===== src/rtl/gmr_pkg.sv =====
// Shared constants and types for the GF(2) matrix rank counter.
`default_nettype none

package gmr_pkg;

  localparam int DIM_DEF        = 32;
  localparam int COUNT_BITS_DEF = 20;

  localparam int ROW_IN_W    = 32;
  localparam int RANK_W      = 6;
  localparam int COUNT_OUT_W = 20;

  localparam int S_TDATA_W = 32;
  localparam int M_TDATA_W = 72;
  localparam int M_PAD_W   = M_TDATA_W - RANK_W - 3 * COUNT_OUT_W;

  typedef struct packed {
    logic clear;
    logic update;
    logic full;
    logic minus_one;
  } tally_ctrl_t;

endpackage

`default_nettype wire


===== src/rtl/gmr_rank_tally.sv =====
// Saturating counts of full-rank, rank minus one and lower-rank matrices.
`default_nettype none

module gmr_rank_tally #(
  parameter int COUNT_BITS = 20
) (
  input  logic                    clk,
  input  logic                    rst,
  input  gmr_pkg::tally_ctrl_t    ctrl,
  output logic [COUNT_BITS-1:0]   full_count,
  output logic [COUNT_BITS-1:0]   minus_one_count,
  output logic [COUNT_BITS-1:0]   lower_count
);

  always_ff @(posedge clk) begin
    if (rst || ctrl.clear) begin
      full_count      <= '0;
      minus_one_count <= '0;
      lower_count     <= '0;
    end else if (ctrl.update) begin
      if (ctrl.full) begin
        if (full_count != '1) begin
          full_count <= full_count + 1'b1;
        end
      end else if (ctrl.minus_one) begin
        if (minus_one_count != '1) begin
          minus_one_count <= minus_one_count + 1'b1;
        end
      end else begin
        if (lower_count != '1) begin
          lower_count <= lower_count + 1'b1;
        end
      end
    end
  end

endmodule

`default_nettype wire


===== config.mk =====
export PLATFORM = sky130hd
export DESIGN_NAME = gmr_rank_tally
export DESIGN_NICKNAME = d
export VERILOG_FILES = /design/src/rtl/gmr_pkg.sv /design/src/rtl/gmr_rank_tally.sv
export SDC_FILE = /design/constraint.sdc
export NUM_CORES = 1
export LEC_CHECK = 0
export BUFFER_PORTS_ARGS = -buffer_cell sky130_fd_sc_hd__buf_2
export CAP_MARGIN = 20
export CORE_MARGIN = 10
export CORE_UTILIZATION = 49
export DETAILED_ROUTE_END_ITERATION = 16
export PLACE_DENSITY = 0.85
export SETUP_SLACK_MARGIN = 0.4
export SYNTH_ARGS = -nofsm -noshare
export SYNTH_HDL_FRONTEND = slang
export SYNTH_SLANG_ARGS = --single-unit

===== constraint.sdc =====
create_clock -name clk -period 1.9 [get_ports clk]
set_clock_uncertainty 0.05 [all_clocks]
set_input_delay 0.38 -clock clk [delete_from_list [all_inputs] [get_ports clk]]
set_output_delay 0.38 -clock clk [all_outputs]
set_load 0.01 [all_outputs]

==> summary.txt <==
Outcome
  • Outcome: completed

Yosys
  • Post-synth top cells: 60 x dfxtp_1, 54 x nor2_1, 33 x xnor2_1
  • Fraction of registers with async set/reset: 0%
  • Yosys reg bits: 60
  • Top-count cell post-synth: dfxtp_1
  • Synth Area per Inst: 8.63 sq um
  • Ys Warns: 0
  • Synth unique cells: 44
  • Top_reg_cell synth: dfxtp_1
  • Top-area cell type share of the netlist area: 39.4%
  • Mapped Nets: approximately 360
  • Largest cells by area after synthesis: dfxtp_1 39%, xnor2_1 9.5%, nor2_1 6.7%, xor2_1 3.4%, nand4_1 3.3%
  • Post-synth EDFFs: 0
  • Post-synth top area cell: dfxtp_1
  • Synth Instances: between 300 and 400
  • Seq/Total Area, Yosys: 39.4%
  • Cell area after synthesis: between 3000 and 4000 sq um

Critical path
  • Max FO, Critical Path: 7
  • CP required: roughly 2.1 ns
  • Setup Crit Path Kind: reg2reg
  • CP Capture Type: flip-flop
  • Arrival @ worst endpoint: 2.01 ns
  • Startpoint types: flip-flop

STA
  • Max Slew Vio Count: 0
  • Crit path time final: roughly 1.8 ns
  • Worst setup margin: just over 0.08 ns
  • RSZ-0062 raised after global routing: true
  • Max_slew headroom: a little under three fifths
  • Fmax: 0.550 GHz
  • Hold Fails Final Rpt: 0
  • Crit share post-route: between 90% and 100%
  • Slew of the pin with the lowest slew margin: around 0.65 ns
  • Final setup violation count: 0

Floorplan
  • Die Ht: between 90 and 100 microns
  • Core Region: between 5000 and 6000 sq um
  • Boundary Pins: 66
  • Site Rows: 28
  • Initial core utilization: 50.9%
  • Die Wd: 98.9 microns
  • Overall die area: just under 10000 sq um

Power and ir drop
  • Maximum vdd drop: between 0.5 and 0.6 mV
  • PD cells: around 480 nW/um^2
  • Leakage Power: about 1.9 nW
  • Clk pwr share: between 40% and 50%
  • Combinational power share: under 10%
  • Psw: around 0.00057 W
  • Int Power: approximately 0.0017 W
  • Switching part of the total power: between 20% and 30%
  • Seq pwr share: between 50% and 60%

Hold path
  • Hold/Removal Path Class: in2reg

Final layout
  • Diode count: 0
  • Final Non-Filler Cells: ~570
  • Nets: 498
  • Share of cells above drive strength 1: between 50% and 60%
  • Post-Layout Inst Area: between 4000 and 5000 sq um
  • Synthesis-to-layout area growth: 58.9%
  • Fillers: approximately 300

Place
  • Routability cong.: around 0.89
  • Port Buffer Count: 65
  • Placement Cell Area: between 3000 and 4000 sq um
  • Dpl cells: approximately 500
  • Hpwl dp: approximately 6000 microns
  • Worst slack at placement: -0.0961 ns

Global routing
  • Largest net degree at the start of global routing: 33
  • Vias in the first global route: 3308
  • GRT Residual Overflow: 0
  • Gr usage total: between 20% and 30%
  • First-pass GRT wire length: about 17000 microns
  • Initial antenna violation count: 0

Drt
  • Initial drt markers: roughly 270
  • WL/cell: roughly 20 microns
  • DRT Pass-1 Iters: 5
  • Via density per instance: roughly 6
  • Routed Wire Length: roughly 11000 microns
  • Antenna-violating nets left: 0
  • DRC viols: 0
  • Routed vias: about 3400

Clock tree
  • H-tree depth: 3
  • Clock root buffer: clkbuf_8
  • TritonCTS clock tree: done
  • Clk sinks: 60
  • # hold bufs at CTS: 0
  • CTS Buffer Depth: 2
  • Worst-Skew Late Latency: between 0.3 and 0.4 ns
  • Clock-pin slew on the worst setup and hold paths: 0.07 ns
  • Num CTS Buffers: 9

Flow run
  • MaxCap Viol Count: 0
==> path summary, 6_finish.rpt <==
check                           from             endpoint  slack [ns]  cells after the start
setup / recovery  minus_one_count[0]  minus_one_count[12]        0.08                      6
hold reg to reg       lower_count[8]       lower_count[8]        0.45                      1
setup reg to reg  minus_one_count[0]  minus_one_count[12]        0.08                      6
hold / removal                   rst  minus_one_count[17]        0.29                      3
==> flip-flops by register name (all words and copies together) (netlist names) <==
name,cells
minus_one_count,20
full_count,20
lower_count,20
==> stage by stage <==
step / power (W) / TNS, ns / util, % / hold slack [ns]
2_1_floorplan: 0.00132 / 0 / - / 0.431
3_3_place_gp: 0.00134 / -0.0581 / 65.3 / 0.418
3_5_place_dp: 0.00135 / -0.182 / 65.3 / 0.429
4_1_cts: 0.00228 / 0 / 76.3 / 0.293
5_1_grt: 0.00238 / 0 / 80.8 / 0.308
6_report: 0.00231 / 0 / 80.8 / 0.288
==> cell type report <==
cell class	instances	area (sq um)	area share [%]
flip-flops and latches	60	1310	27.0
clock buffers	13	139	2.87
multi-input cells	279	2370	49.0
clock inverters	3	13.8	0.284
well taps	75	93.8	1.94
repair buffers	136	905	18.7
inverters	3	11.3	0.233
==> cell usage in the layout, fill, tap and decap left out, drive strengths merged, types with 5 or more instances in the layout <==
cell type  Yosys  final
a211oi         6      6
a21oi         14     14
and2           6      6
and3           7      7
and4           7      7
buf            1    136
clkbuf        11     13
dfxtp         60     60
nand2         26     26
nand3         15     15
nand4         19     20
nor2          54     54
nor3           8      8
nor4           9      9
o211ai         8      8
o21ai         11     11
or2            5      5
or3            7      7
xnor2         33     33
xor2          12     12
==> metal layers <==
layer | vias to the layer above | share of wire [%] | GRT usage (%)
li1 | 1552 | - | -
met5 | - | 0 | 0
met3 | 44 | 6.4 | 5.87
met2 | 138 | 50 | 35.4
met4 | 0 | 4.2 | 7.61
met1 | 1670 | 39 | 23.3
==> what timing repair did <==
| action | 4_1_cts | 5_1_grt |
|---|---|---|
| gates resized for setup | 60 | 35 |
| endpoints found under the setup margin | 58 | 61 |
| pin swaps | 40 | 37 |
| hold endpoints to repair | 0 | 0 |
| buffers inserted | 37 | 13 |
| gates cloned | 1 | 1 |
==> power by group through the flow <==
stage | Sequential (W) | Clock [W] | Combinational [W]
detailed placement | 0.00127 | 0 | 0.0000731
CTS | 0.00124 | 0.000961 | 0.0000792
floorplan | 0.00127 | 0 | 0.0000415
finish | 0.00124 | 0.000982 | 0.0000851
global placement | 0.00127 | 0 | 0.0000701
global route | 0.00124 | 0.00105 | 0.0000914
==> critical path, stage by stage (launching register included) <==
cell	delay, ns
dfxtp_4	0.36
ha_4	0.15
inv_2	0.04
or4_4	0.58
nor3b_2	0.27
xnor2_1	0.18
nor2_1	0.08
==> cells by family after synthesis <==
family          Yosys count  synth area share (%)
buf+inv                  15                  2.09
simple gates            176                  32.7
xor+xnor                 45                  12.9
fa+ha+maj                 3                  1.23
flops                    60                  39.4
compound gates           54                  11.6
Power figures use the tool's default switching activity.
